===== src/sv/lpr_pkg.sv =====
// Shared types and constants of the LRU page replacement core.
// No dependencies; used by the interfaces, the cell and the top level.
package lpr_pkg;

   localparam int FRAMES_DEFAULT = 8;
   localparam int PAGE_W         = 8;
   localparam int STAMP_W        = 32;
   localparam int COUNT_W        = 32;
   localparam int CSR_W          = 4;
   localparam int FRAME_IDX_W    = 3;

   localparam logic [CSR_W-1:0]   CSR_RESET = CSR_W'(8);
   localparam logic [STAMP_W-1:0] STAMP_MAX = '1;
   localparam logic [COUNT_W-1:0] COUNT_MAX = '1;

   typedef enum logic [1:0] {
      ST_IDLE,
      ST_SCAN,
      ST_DONE
   } lpr_state_type;

   typedef struct packed {
      logic               valid;
      logic [PAGE_W-1:0]  page;
      logic               found;
      logic [STAMP_W-1:0] best_stamp;
      logic               best_valid;
      logic [PAGE_W-1:0]  best_page;
   } lpr_token_type;

   typedef struct packed {
      logic               en;
      logic               load;
      logic [PAGE_W-1:0]  page;
      logic [STAMP_W-1:0] stamp;
   } lpr_update_type;

endpackage


===== src/sv/lpr_if.sv =====
// Valid/ready channel interfaces for page references and replacement results.
// Depends on lpr_pkg for field widths.
interface lpr_req_if;
   logic                      valid;
   logic                      ready;
   logic [lpr_pkg::PAGE_W-1:0] page_id;

   modport source (output valid, output page_id, input ready);
   modport sink   (input valid, input page_id, output ready);
endinterface

interface lpr_rsp_if;
   logic                             valid;
   logic                             ready;
   logic                             hit;
   logic [lpr_pkg::FRAME_IDX_W-1:0]  frame_index;
   logic                             evicted_valid;
   logic [lpr_pkg::PAGE_W-1:0]       evicted_page;
   logic [lpr_pkg::COUNT_W-1:0]      fault_count;
   logic                             stamp_saturated;

   modport source (output valid, output hit, output frame_index, output evicted_valid,
                   output evicted_page, output fault_count, output stamp_saturated,
                   input ready);
   modport sink   (input valid, input hit, input frame_index, input evicted_valid,
                   input evicted_page, input fault_count, input stamp_saturated,
                   output ready);
endinterface


===== src/sv/lpr_cell.sv =====
// One page frame: page, valid bit and last-use stamp, plus one stage of the search token.
// Depends on lpr_pkg; instantiated in a row by lru_page_replacement_core.
module lpr_cell #(
   parameter int FRAMES   = lpr_pkg::FRAMES_DEFAULT,
   parameter int CELL_IDX = 0
) (
   input  logic                                clock,
   input  logic                                reset,
   input  logic [$clog2(FRAMES+1)-1:0]         n_eff,
   input  lpr_pkg::lpr_token_type              tok_i,
   input  logic [(FRAMES>1 ? $clog2(FRAMES) : 1)-1:0] hit_idx_i,
   input  logic [(FRAMES>1 ? $clog2(FRAMES) : 1)-1:0] best_idx_i,
   output lpr_pkg::lpr_token_type              tok_o,
   output logic [(FRAMES>1 ? $clog2(FRAMES) : 1)-1:0] hit_idx_o,
   output logic [(FRAMES>1 ? $clog2(FRAMES) : 1)-1:0] best_idx_o,
   input  lpr_pkg::lpr_update_type             upd_i,
   input  logic [(FRAMES>1 ? $clog2(FRAMES) : 1)-1:0] upd_idx_i
);
   localparam int IDX_W = (FRAMES > 1) ? $clog2(FRAMES) : 1;
   localparam int CNT_W = $clog2(FRAMES + 1);
   localparam logic [IDX_W-1:0] MY_IDX = IDX_W'(CELL_IDX);

   logic [lpr_pkg::PAGE_W-1:0]  page_ff;
   logic                        valid_ff;
   logic [lpr_pkg::STAMP_W-1:0] stamp_ff;

   lpr_pkg::lpr_token_type tok_ff, tok_in;
   logic [IDX_W-1:0]       hit_ff, hit_in;
   logic [IDX_W-1:0]       best_ff, best_in;
   logic                   cell_on;

   assign cell_on = (CNT_W'(CELL_IDX) < n_eff);

   always_comb begin
      tok_in  = tok_i;
      hit_in  = hit_idx_i;
      best_in = best_idx_i;
      if (cell_on) begin
         if (!tok_i.found && valid_ff && (page_ff == tok_i.page)) begin
            tok_in.found = 1'b1;
            hit_in       = MY_IDX;
         end
         if (stamp_ff <= tok_i.best_stamp) begin
            tok_in.best_stamp = stamp_ff;
            tok_in.best_valid = valid_ff;
            tok_in.best_page  = page_ff;
            best_in           = MY_IDX;
         end
      end
   end

   always_ff @(posedge clock) begin
      if (reset) begin
         tok_ff <= '0;
      end else begin
         tok_ff <= tok_in;
      end
      hit_ff  <= hit_in;
      best_ff <= best_in;
   end

   always_ff @(posedge clock) begin
      if (reset) begin
         valid_ff <= 1'b0;
         stamp_ff <= '0;
      end else if (upd_i.en && (upd_idx_i == MY_IDX)) begin
         stamp_ff <= upd_i.stamp;
         if (upd_i.load) begin
            valid_ff <= 1'b1;
         end
      end
   end

   always_ff @(posedge clock) begin
      if (upd_i.en && upd_i.load && (upd_idx_i == MY_IDX)) begin
         page_ff <= upd_i.page;
      end
   end

   assign tok_o      = tok_ff;
   assign hit_idx_o  = hit_ff;
   assign best_idx_o = best_ff;

endmodule


===== src/sv/lru_page_replacement_core.sv =====
// LRU page replacement core: a row of FRAMES frame cells searched by a token, one cell a cycle.
// A new reference is taken only when idle: after the token has walked the cell row
// and the result of the last reference has been loaded into the output register.
// Reset (synchronous): frames invalid, stamps and counters zero, frames_in_use 8; no clear pass.
// Depends on lpr_pkg, lpr_if and lpr_cell.
module lru_page_replacement_core #(
   parameter int FRAMES = lpr_pkg::FRAMES_DEFAULT
) (
   input  logic                        clock,
   input  logic                        reset,
   input  logic                        csr_we,
   input  logic [lpr_pkg::CSR_W-1:0]   csr_wdata,
   lpr_req_if.sink                     req_port,
   lpr_rsp_if.source                   rsp_port
);
   localparam int IDX_W = (FRAMES > 1) ? $clog2(FRAMES) : 1;
   localparam int CNT_W = $clog2(FRAMES + 1);

   lpr_pkg::lpr_state_type state_ff, state_in;

   logic [lpr_pkg::CSR_W-1:0]   csr_ff;
   logic [lpr_pkg::STAMP_W-1:0] time_ff;
   logic [lpr_pkg::COUNT_W-1:0] faults_ff, faults_in;
   lpr_pkg::lpr_token_type      tok0_ff;
   lpr_pkg::lpr_token_type      res_ff;
   logic [IDX_W-1:0]            res_hit_ff;
   logic [IDX_W-1:0]            res_best_ff;

   logic                                rsp_valid_ff;
   logic                                rsp_hit_ff;
   logic [lpr_pkg::FRAME_IDX_W-1:0]     rsp_frame_ff;
   logic                                rsp_ev_valid_ff;
   logic [lpr_pkg::PAGE_W-1:0]          rsp_ev_page_ff;
   logic [lpr_pkg::COUNT_W-1:0]         rsp_faults_ff;
   logic                                rsp_sat_ff;

   lpr_pkg::lpr_token_type tok_w  [0:FRAMES];
   logic [IDX_W-1:0]       hit_w  [0:FRAMES];
   logic [IDX_W-1:0]       best_w [0:FRAMES];

   lpr_pkg::lpr_update_type upd;
   logic [IDX_W-1:0]        upd_idx;
   logic [CNT_W-1:0]        n_eff;
   logic                    accept;
   logic                    capture;
   logic                    finish;
   logic                    rsp_free;

   assign accept   = req_port.valid && req_port.ready;
   assign rsp_free = !rsp_valid_ff || rsp_port.ready;

   always_comb begin
      if (csr_ff == '0) begin
         n_eff = CNT_W'(1);
      end else if (32'(csr_ff) > FRAMES) begin
         n_eff = CNT_W'(FRAMES);
      end else begin
         n_eff = CNT_W'(csr_ff);
      end
   end

   // next state
   always_comb begin
      state_in = state_ff;
      unique case (state_ff)
         lpr_pkg::ST_IDLE: if (req_port.valid) state_in = lpr_pkg::ST_SCAN;
         lpr_pkg::ST_SCAN: if (tok_w[FRAMES].valid) state_in = lpr_pkg::ST_DONE;
         lpr_pkg::ST_DONE: if (rsp_free) state_in = lpr_pkg::ST_IDLE;
         default:          state_in = lpr_pkg::ST_IDLE;
      endcase
   end

   // state outputs
   always_comb begin
      req_port.ready = 1'b0;
      capture        = 1'b0;
      finish         = 1'b0;
      unique case (state_ff)
         lpr_pkg::ST_IDLE: req_port.ready = 1'b1;
         lpr_pkg::ST_SCAN: capture = tok_w[FRAMES].valid;
         lpr_pkg::ST_DONE: finish = rsp_free;
         default: begin
         end
      endcase
   end

   always_comb begin
      upd.en    = finish;
      upd.load  = !res_ff.found;
      upd.page  = res_ff.page;
      upd.stamp = time_ff;
      upd_idx   = res_ff.found ? res_hit_ff : res_best_ff;
      faults_in = faults_ff;
      if (!res_ff.found && (faults_ff != lpr_pkg::COUNT_MAX)) begin
         faults_in = faults_ff + 1'b1;
      end
   end

   assign tok_w[0]  = tok0_ff;
   assign hit_w[0]  = '0;
   assign best_w[0] = '0;

   for (genvar g = 0; g < FRAMES; g++) begin : g_cell
      lpr_cell #(
         .FRAMES   (FRAMES),
         .CELL_IDX (g)
      ) u_cell (
         .clock      (clock),
         .reset      (reset),
         .n_eff      (n_eff),
         .tok_i      (tok_w[g]),
         .hit_idx_i  (hit_w[g]),
         .best_idx_i (best_w[g]),
         .tok_o      (tok_w[g+1]),
         .hit_idx_o  (hit_w[g+1]),
         .best_idx_o (best_w[g+1]),
         .upd_i      (upd),
         .upd_idx_i  (upd_idx)
      );
   end

   always_ff @(posedge clock) begin
      if (reset) begin
         state_ff     <= lpr_pkg::ST_IDLE;
         csr_ff       <= lpr_pkg::CSR_RESET;
         time_ff      <= '0;
         faults_ff    <= '0;
         tok0_ff      <= '0;
         rsp_valid_ff <= 1'b0;
      end else begin
         state_ff <= state_in;
         if (csr_we) begin
            csr_ff <= csr_wdata;
         end
         tok0_ff.valid <= accept;
         if (accept) begin
            if (time_ff != lpr_pkg::STAMP_MAX) begin
               time_ff <= time_ff + 1'b1;
            end
            tok0_ff.page       <= req_port.page_id;
            tok0_ff.found      <= 1'b0;
            tok0_ff.best_stamp <= lpr_pkg::STAMP_MAX;
            tok0_ff.best_valid <= 1'b0;
            tok0_ff.best_page  <= '0;
         end
         if (finish) begin
            faults_ff    <= faults_in;
            rsp_valid_ff <= 1'b1;
         end else if (rsp_port.ready) begin
            rsp_valid_ff <= 1'b0;
         end
      end
   end

   always_ff @(posedge clock) begin
      if (capture) begin
         res_ff      <= tok_w[FRAMES];
         res_hit_ff  <= hit_w[FRAMES];
         res_best_ff <= best_w[FRAMES];
      end
      if (finish) begin
         rsp_hit_ff      <= res_ff.found;
         rsp_frame_ff    <= lpr_pkg::FRAME_IDX_W'(upd_idx);
         rsp_ev_valid_ff <= !res_ff.found && res_ff.best_valid;
         rsp_ev_page_ff  <= (!res_ff.found && res_ff.best_valid) ? res_ff.best_page : '0;
         rsp_faults_ff   <= faults_in;
         rsp_sat_ff      <= (time_ff == lpr_pkg::STAMP_MAX);
      end
   end

   assign rsp_port.valid           = rsp_valid_ff;
   assign rsp_port.hit             = rsp_hit_ff;
   assign rsp_port.frame_index     = rsp_frame_ff;
   assign rsp_port.evicted_valid   = rsp_ev_valid_ff;
   assign rsp_port.evicted_page    = rsp_ev_page_ff;
   assign rsp_port.fault_count     = rsp_faults_ff;
   assign rsp_port.stamp_saturated = rsp_sat_ff;

endmodule


===== src/flat_wrapper.sv =====
// flat-port wrapper written by rule: the top's interface ports become plain ports
module lru_page_replacement_core_flat 
#(
   parameter int FRAMES = lpr_pkg::FRAMES_DEFAULT
)
  (clock, reset, csr_we, csr_wdata, req_port_valid, req_port_page_id, req_port_ready, rsp_port_valid, rsp_port_hit, rsp_port_frame_index, rsp_port_evicted_valid, rsp_port_evicted_page, rsp_port_fault_count, rsp_port_stamp_saturated, rsp_port_ready);
  lpr_req_if req_port_i ();
  lpr_rsp_if rsp_port_i ();
  input  logic clock;
  input  logic reset;
  input  logic csr_we;
  input  logic [lpr_pkg::CSR_W-1:0] csr_wdata;
  input wire logic [$bits(req_port_i.valid)-1:0] req_port_valid;
  input wire logic [$bits(req_port_i.page_id)-1:0] req_port_page_id;
  output wire logic [$bits(req_port_i.ready)-1:0] req_port_ready;
  output wire logic [$bits(rsp_port_i.valid)-1:0] rsp_port_valid;
  output wire logic [$bits(rsp_port_i.hit)-1:0] rsp_port_hit;
  output wire logic [$bits(rsp_port_i.frame_index)-1:0] rsp_port_frame_index;
  output wire logic [$bits(rsp_port_i.evicted_valid)-1:0] rsp_port_evicted_valid;
  output wire logic [$bits(rsp_port_i.evicted_page)-1:0] rsp_port_evicted_page;
  output wire logic [$bits(rsp_port_i.fault_count)-1:0] rsp_port_fault_count;
  output wire logic [$bits(rsp_port_i.stamp_saturated)-1:0] rsp_port_stamp_saturated;
  input wire logic [$bits(rsp_port_i.ready)-1:0] rsp_port_ready;
  assign req_port_i.valid = req_port_valid;
  assign req_port_i.page_id = req_port_page_id;
  assign req_port_ready = req_port_i.ready;
  assign rsp_port_valid = rsp_port_i.valid;
  assign rsp_port_hit = rsp_port_i.hit;
  assign rsp_port_frame_index = rsp_port_i.frame_index;
  assign rsp_port_evicted_valid = rsp_port_i.evicted_valid;
  assign rsp_port_evicted_page = rsp_port_i.evicted_page;
  assign rsp_port_fault_count = rsp_port_i.fault_count;
  assign rsp_port_stamp_saturated = rsp_port_i.stamp_saturated;
  assign rsp_port_i.ready = rsp_port_ready;
  lru_page_replacement_core #(.FRAMES(FRAMES)) u_core (.clock(clock), .reset(reset), .csr_we(csr_we), .csr_wdata(csr_wdata), .req_port(req_port_i), .rsp_port(rsp_port_i));
endmodule

===== config.mk =====
export PLATFORM = sky130hd
export DESIGN_NAME = lru_page_replacement_core_flat
export DESIGN_NICKNAME = d
export VERILOG_FILES = /design/src/sv/lpr_pkg.sv /design/src/sv/lpr_if.sv /design/src/sv/lpr_cell.sv /design/src/sv/lru_page_replacement_core.sv /design/src/flat_wrapper.sv
export SDC_FILE = /design/constraint.sdc
export NUM_CORES = 2
export LEC_CHECK = 0
export BUFFER_PORTS_ARGS = -buffer_cell sky130_fd_sc_hd__buf_2
export CAP_MARGIN = 20
export CORE_ASPECT_RATIO = 1.75
export CORE_MARGIN = 3
export CORE_UTILIZATION = 60
export CTS_CLUSTER_DIAMETER = 120
export DETAILED_ROUTE_END_ITERATION = 16
export GPL_ROUTABILITY_DRIVEN = 0
export PLACE_DENSITY = 0.77
export SLEW_MARGIN = 10
export SYNTH_ARGS = -nofsm -noshare
export SYNTH_HDL_FRONTEND = slang
export SYNTH_SLANG_ARGS = --single-unit

===== constraint.sdc =====
create_clock -name clock -period 3.4 [get_ports clock]
set_input_delay 0.51 -clock clock [delete_from_list [all_inputs] [get_ports clock]]
set_output_delay 0.51 -clock clock [all_outputs]
set_load 0.01 [all_outputs]

# Word level (Yosys, flattened, before mapping)

Index checks and enable logic that the tools add are counted.

Add/subtract/negate cells: 2
$lt $le $gt $ge: 17
Equal/unequal tests: 23
Muxes and demuxes: 63
Bitwise logic cells: 3
Reduce and logical (&&, ||, !) cells: 61

Operators by type and width:

| cell                    | count |
|---|---|
| $mux W41                | 9 |
| $mux W42                | 7 |
| $le A32 B32 Y1          | 8 |
| $mux W3                 | 25 |
| $add A32 B1 Y32 const B | 2 |
| $eq A8 B8 Y1            | 8 |
| $ne A32 B32 Y1 const B  | 2 |
| $logic_and A1 B1 Y1     | 35 |
| $eq A32 B32 Y1 const B  | 1 |
| $mux W32                | 1 |
| $reduce_and A2 Y1       | 9 |
| $lt A3 B4 Y1 const A    | 4 |
| $mux W1                 | 15 |
| $eq A3 B3 Y1 const B    | 4 |
| $logic_not A1 Y1        | 9 |
| $lt A1 B4 Y1 const A    | 2 |
| $lt A2 B4 Y1 const A    | 2 |
| $mux W4                 | 2 |
| $eq A3 B2 Y1 const B    | 2 |
| $mux W2                 | 3 |
| $pmux W2 S3             | 1 |
| $gt A4 B4 Y1 const B    | 1 |
| $logic_not A4 Y1        | 1 |
| $ne A2 B2 Y1 const B    | 2 |
| 12 further kinds        | 14 |

Register bits: 897
Logic and storage cells: 274

# Longest topological paths before layout

Word-level depth: 6
Depth in mapped cells: 10
Mapped depth without buffers: 8

# Hierarchy

From an unflattened synthesis, not the netlist that was laid out.

Cells, all modules: 4597
Area total of the unflattened synthesis: 43870.8 sq um

Modules (own cells, without submodules):

| module                              | times used | cells an instance | area an instance (sq um) |
|---|---|---|---|
| lru_page_replacement_core           | 1          | 679               | 6886.6 |
| lpr_cell at u_core.g_cell[6].u_cell | 1          | 491               | 4749.6 |
| lpr_cell at u_core.g_cell[2].u_cell | 1          | 488               | 4623.2 |
| lpr_cell at u_core.g_cell[1].u_cell | 1          | 488               | 4619.4 |
| lpr_cell at u_core.g_cell[0].u_cell | 1          | 487               | 4616.9 |
| lpr_cell at u_core.g_cell[4].u_cell | 1          | 494               | 4616.9 |
| lpr_cell at u_core.g_cell[5].u_cell | 1          | 487               | 4611.9 |
| lpr_cell at u_core.g_cell[7].u_cell | 1          | 491               | 4576.9 |
| lpr_cell at u_core.g_cell[3].u_cell | 1          | 492               | 4569.4 |

# Worst setup path before layout

Ideal clock, no wire load.

Kind: reg2reg
Start point: register u_core.tok0_ff[9] (netlist name)
End point: register u_core.g_cell[0].u_cell.tok_ff, in the netlist u_core.g_cell[0].u_cell.tok_o[19]
Setup time: 58 ps
Arrival time: 2868 ps
Data required time: 3342 ps
Slack: 474 ps
Stages on the path, launching flop included: 10
Path buffers: 1
Cells stage by stage: dfxtp_1 -> inv_1 -> ha_1 -> a21oi_1 -> nand2_1 -> a221o_1 -> o31a_1 -> a211oi_1 -> clkbuf_1 -> a21o_1

Cells in the longest elaborated chain, start to end: 3

Ends and longest elaborated chain:

| what                   | line           | text |
|---|---|---|
| $le A32 B32 Y1         | lpr_cell.sv:43 | `if (stamp_ff <= tok_i.best_stamp) begin` |
| $mux W41               | lpr_cell.sv:43 |  |
| $mux W41 *             | lpr_cell.sv:38 | `if (cell_on) begin` |
| end signal: assignment | lpr_cell.sv:56 | `tok_ff <= tok_in;` |
| end: declaration       | lpr_cell.sv:27 | `lpr_pkg::lpr_token_type tok_ff, tok_in;` |

Mark *: on every way between the ends. The rest lies on a longest branch, timed or not.
A chain may end at the register's enable or synchronous reset.

# Worst setup path after layout

Start point: register u_core.tok0_ff[9] (netlist name)
End point: register u_core.g_cell[0].u_cell.tok_ff, in the netlist u_core.g_cell[0].u_cell.tok_o[30]

Cells in the longest elaborated chain, start to end: 3

Ends and longest elaborated chain:

| what           | line |
|---|---|
| $le A32 B32 Y1 | lpr_cell.sv:43 |
| $mux W41       | lpr_cell.sv:43 |
| $mux W41 *     | lpr_cell.sv:38 |

Marks and branches as above.

==> impl_metrics.yaml <==
placed_design:
  io_buffers: 64
  placedInstanceArea_um2: 42600
  dp_hpwl_um: 74730
finish:
  design_area_um2: 45150
  areaGrowthSynthToFinish_pct: 9.867
  ff_latch_area_um2: 19140
  fillers: 5366
  multi_input_area_um2: 19780
  drive_above_1_share_pct: 8.161
  nNetsFinal: 4761
global_route:
  grtUsageMet2_pct: 52.74
  grtUsageMet1_pct: 30.91
  use_met3_pct: 2.964
  antenna_found_initial: 0
  grt_overflow: 0
  grt_max_degree: 191
  grt_pass1_wl_um: 166100
  grt_usage_pct: 28.18
  grt_pass1_vias: 32660
  grt.busiest_layer: "met2"
power:
  p_leak_nw: 16.25
  vdd_drop_max_mv: 0.5119
  power_density_nw_per_um2: 451.0
timing:
  worstMarginPinSlew_ns: 1.060
  finClkSkew_ns: 0.02900
  max-slew-margin-rel_pct: 29.32
  setup_viol_count_final: 0
  slew_violations: 0
  fin_tns_setup_ns: 0
  finalCriticalPeriod_ns: 3.244
  max_freq_mhz: 308.3
  rsz0062_at_grt: "no"
  fin_crit_sh_pct: 95.41
  hold_viol: 0
routing:
  drt_iter0_markers: 2715
  routed_via_density: 6.098
  wl_per_cell_um: 19.00
  antenna_left: 0
  wl_um: 103400
  num_vias: 33190
  post-route-drc-count: 0
  dr.pass1.iters: 5
floorplanning:
  core.rowCount: 126
  die_h_um: 352.2
  fp.dieW_um: 203.8
  dieArea_um2: 71800
  core_area_um2: 67630
  start_util_pct: 60.77
  io_pins: 65
worst_setup_path:
  worstPathCellList: "inv_1 -> buf_12 -> ha_1 -> nand4_1 -> nor4_1 -> a21boi_0 -> o31a_1 -> o2111a_1 -> buf_4 -> a21o_1"
  critPathMaxFanout: 32
  timing.critical_path.to: "u_core.g_cell[0].u_cell.tok_o[30]"
  worstSetupPathType: "flip-flop to flip-flop"
  reg2regPathDepth: 10
  cp_data_required_time_ns: 3.98
  ff2ff_setup_slack_ns: 0.16
  cp_top_family: "compound AO/OA/AOI/OAI gates"
  slowest_stage: "nor4_1"
  start_kind: "flip-flop"
  r2r_start: "u_core.tok0_ff[9]"
  cp_num_cells: 10
  crit_path_end_kind: "flip-flop"
  cpPeakStageDelay_ns: 0.59
  r2r_end: "u_core.g_cell[0].u_cell.tok_o[30]"
  startpoint: "u_core.tok0_ff[9]"
  arrival_ns: 3.82
  path_buf_inv: 3
yosys:
  syn_area_per_cell_um2: 9.062
  syn_inst: 4535
  synth-edff-count: 134
  synth_area_um2: 41100
  yosysSeqAreaShare_pct: 46.57
  synth_warnings: 0
  synth_ff_type: "dfxtp_1"
  ys_ff_latch: 889
  synth_nets: 4810
  async_reset_ff_share_pct: 0
  synthDistinctLibCells: 76
clock_tree:
  cts.sinks: 889
  post_cts_buffers: 0
  clk_latency_ns: 0.64
  numCtsBuffers: 78
  ctsHoldBuffers: 0
  cts_tree: "built"
  clk_pin_slew_ns: 0.07
  clockBufferDepth: 3
  cts_root_buffer: "clkbuf_16"
  cts_max_level: 3
status:
  run_status: "finished, final reports clean"
hold_path:
  min_path_type: "input pin to flip-flop"
run:
  cap_violations: 0
[metal layers]
metal	wire [µm]	share of wire [%]
met1	38940	38
met2	54960	53
met3	4377	4.2
met4	5148	5.0
met5	0	0
[Yosys cell counts (30+ instances only)]
library cell	count	area, µm²
a21o_1	37	277.8
a21oi_1	384	1922
a22o_1	41	359.1
a22oi_1	87	653.1
a32oi_1	300	2628
and2_1	35	219.0
buf_2	47	235.2
clkbuf_1	268	1006
dfxtp_1	755	15110
edfxtp_1	134	4024
ha_1	258	3228
inv_1	279	1047
nand2_1	666	2500
nand3_1	65	325.3
nand4_1	84	525.5
nor2_1	126	473.0
nor2b_1	250	1564
nor3_1	36	180.2
nor4_1	30	187.7
o21ai_0	204	1021
o21ai_1	30	150.1
xnor2_1	79	691.9
xor2_1	66	578.1
[power breakdown]
part	switching (mW)	internal, mW	leakage, nW	total (mW)
logic	0.548	0.190	7.59	0.738
clock network	3.87	4.98	1.26	8.85
registers	0.0541	10.7	7.40	10.8
[cell type report]
class                      count  share of cell area (%)
antenna                        1                0.005542
clock buffer                 107                   4.924
clock inverter                33                  0.7149
inverter                     279                   2.319
multi-input combinational   3034                   43.80
sequential                   889                   42.39
tap                          896                   2.483
timing repair buffer         204                   3.364
[per-stage QoR]
step / setup WS (ns) / instances / utilization, % / power [mW] / hold WS, ns
after floorplan: 0.4735 / 4535 / - / 11.46 / 0.3855
after global placement: 0.06758 / 5301 / 62.97 / 11.72 / 0.3858
after detailed placement: 0.01732 / 5302 / 62.98 / 11.73 / 0.3896
after CTS: 0.1346 / 5442 / 66.75 / 20.47 / 0.07278
after global routing: 0.002369 / 5442 / 66.76 / 20.97 / 0.1055
final: 0.1561 / 5443 / 66.76 / 20.36 / 0.1003
[sequential cells by signal, summed over array words and instances (netlist names)]
register and flops:
u_core.g_cell.u_cell.best_idx_o 17, u_core.rsp_port.hit 1, u_core.rsp_port.fault_count 32, u_core.res_ff 18, u_core.g_cell.u_cell.valid_ff 8, u_core.csr_ff 4, u_core.state_ff 2, u_core.rsp_port.evicted_page 8
u_core.g_cell.u_cell.tok_o 376, u_core.tok0_ff 10, u_core.rsp_port.stamp_saturated 1, u_core.time_ff 32, u_core.rsp_port.valid 1, u_core.g_cell.u_cell.hit_idx_o 17, u_core.rsp_port.evicted_valid 1, u_core.rsp_port.frame_index 3
u_core.g_cell.u_cell.stamp_ff 256, u_core.faults_ff 32, u_core.g_cell.u_cell.page_ff 64, u_core.res_best_ff 3, u_core.res_hit_ff 3
[cell usage in the layout, fill, tap and decap left out, types with 36 or more instances in the layout]
cell	netlist	routed
dfxtp_1	755	755
nand2_1	666	666
a21oi_1	384	381
a32oi_1	300	300
inv_1	279	278
ha_1	258	258
nor2b_1	250	250
o21ai_0	204	204
edfxtp_1	134	134
buf_4	3	129
nor2_1	126	124
a22oi_1	87	87
nand4_1	84	84
clkbuf_16	0	80
xnor2_1	79	79
xor2_1	66	66
nand3_1	65	65
buf_2	47	63
a22o_1	41	41
a21o_1	37	37
nor3_1	36	36
[worst min path at each step]
stage,from,to,cells after the start
detailed placement,u_core.g_cell[7].u_cell.tok_o[0],u_core.res_ff[0],0
CTS,req_port_page_id[4],u_core.tok0_ff[46],2
global route,req_port_page_id[3],u_core.tok0_ff[45],2
finish,req_port_page_id[4],u_core.tok0_ff[46],2
global placement,u_core.g_cell[7].u_cell.tok_o[6],u_core.res_ff[6],0
floorplan,u_core.g_cell[7].u_cell.best_idx_o[0],u_core.res_best_ff[0],0
[cell families after synthesis]
logic type | synth area share [%]
AND/OR/NAND/NOR | 16.39
AO/OA/AOI/OAI | 20.16
flip-flops | 46.57
buffers and inverters | 5.760
adder cells (fa/ha/maj) | 7.855
XOR/XNOR | 3.090
multiplexers | 0.1735
[what timing repair did]
item,CTS,global route
endpoints found under the setup margin,1,4
hold endpoints to repair,0,0
resized for setup,1,1
gates cloned,0,0
Power figures use the tool's default switching activity.
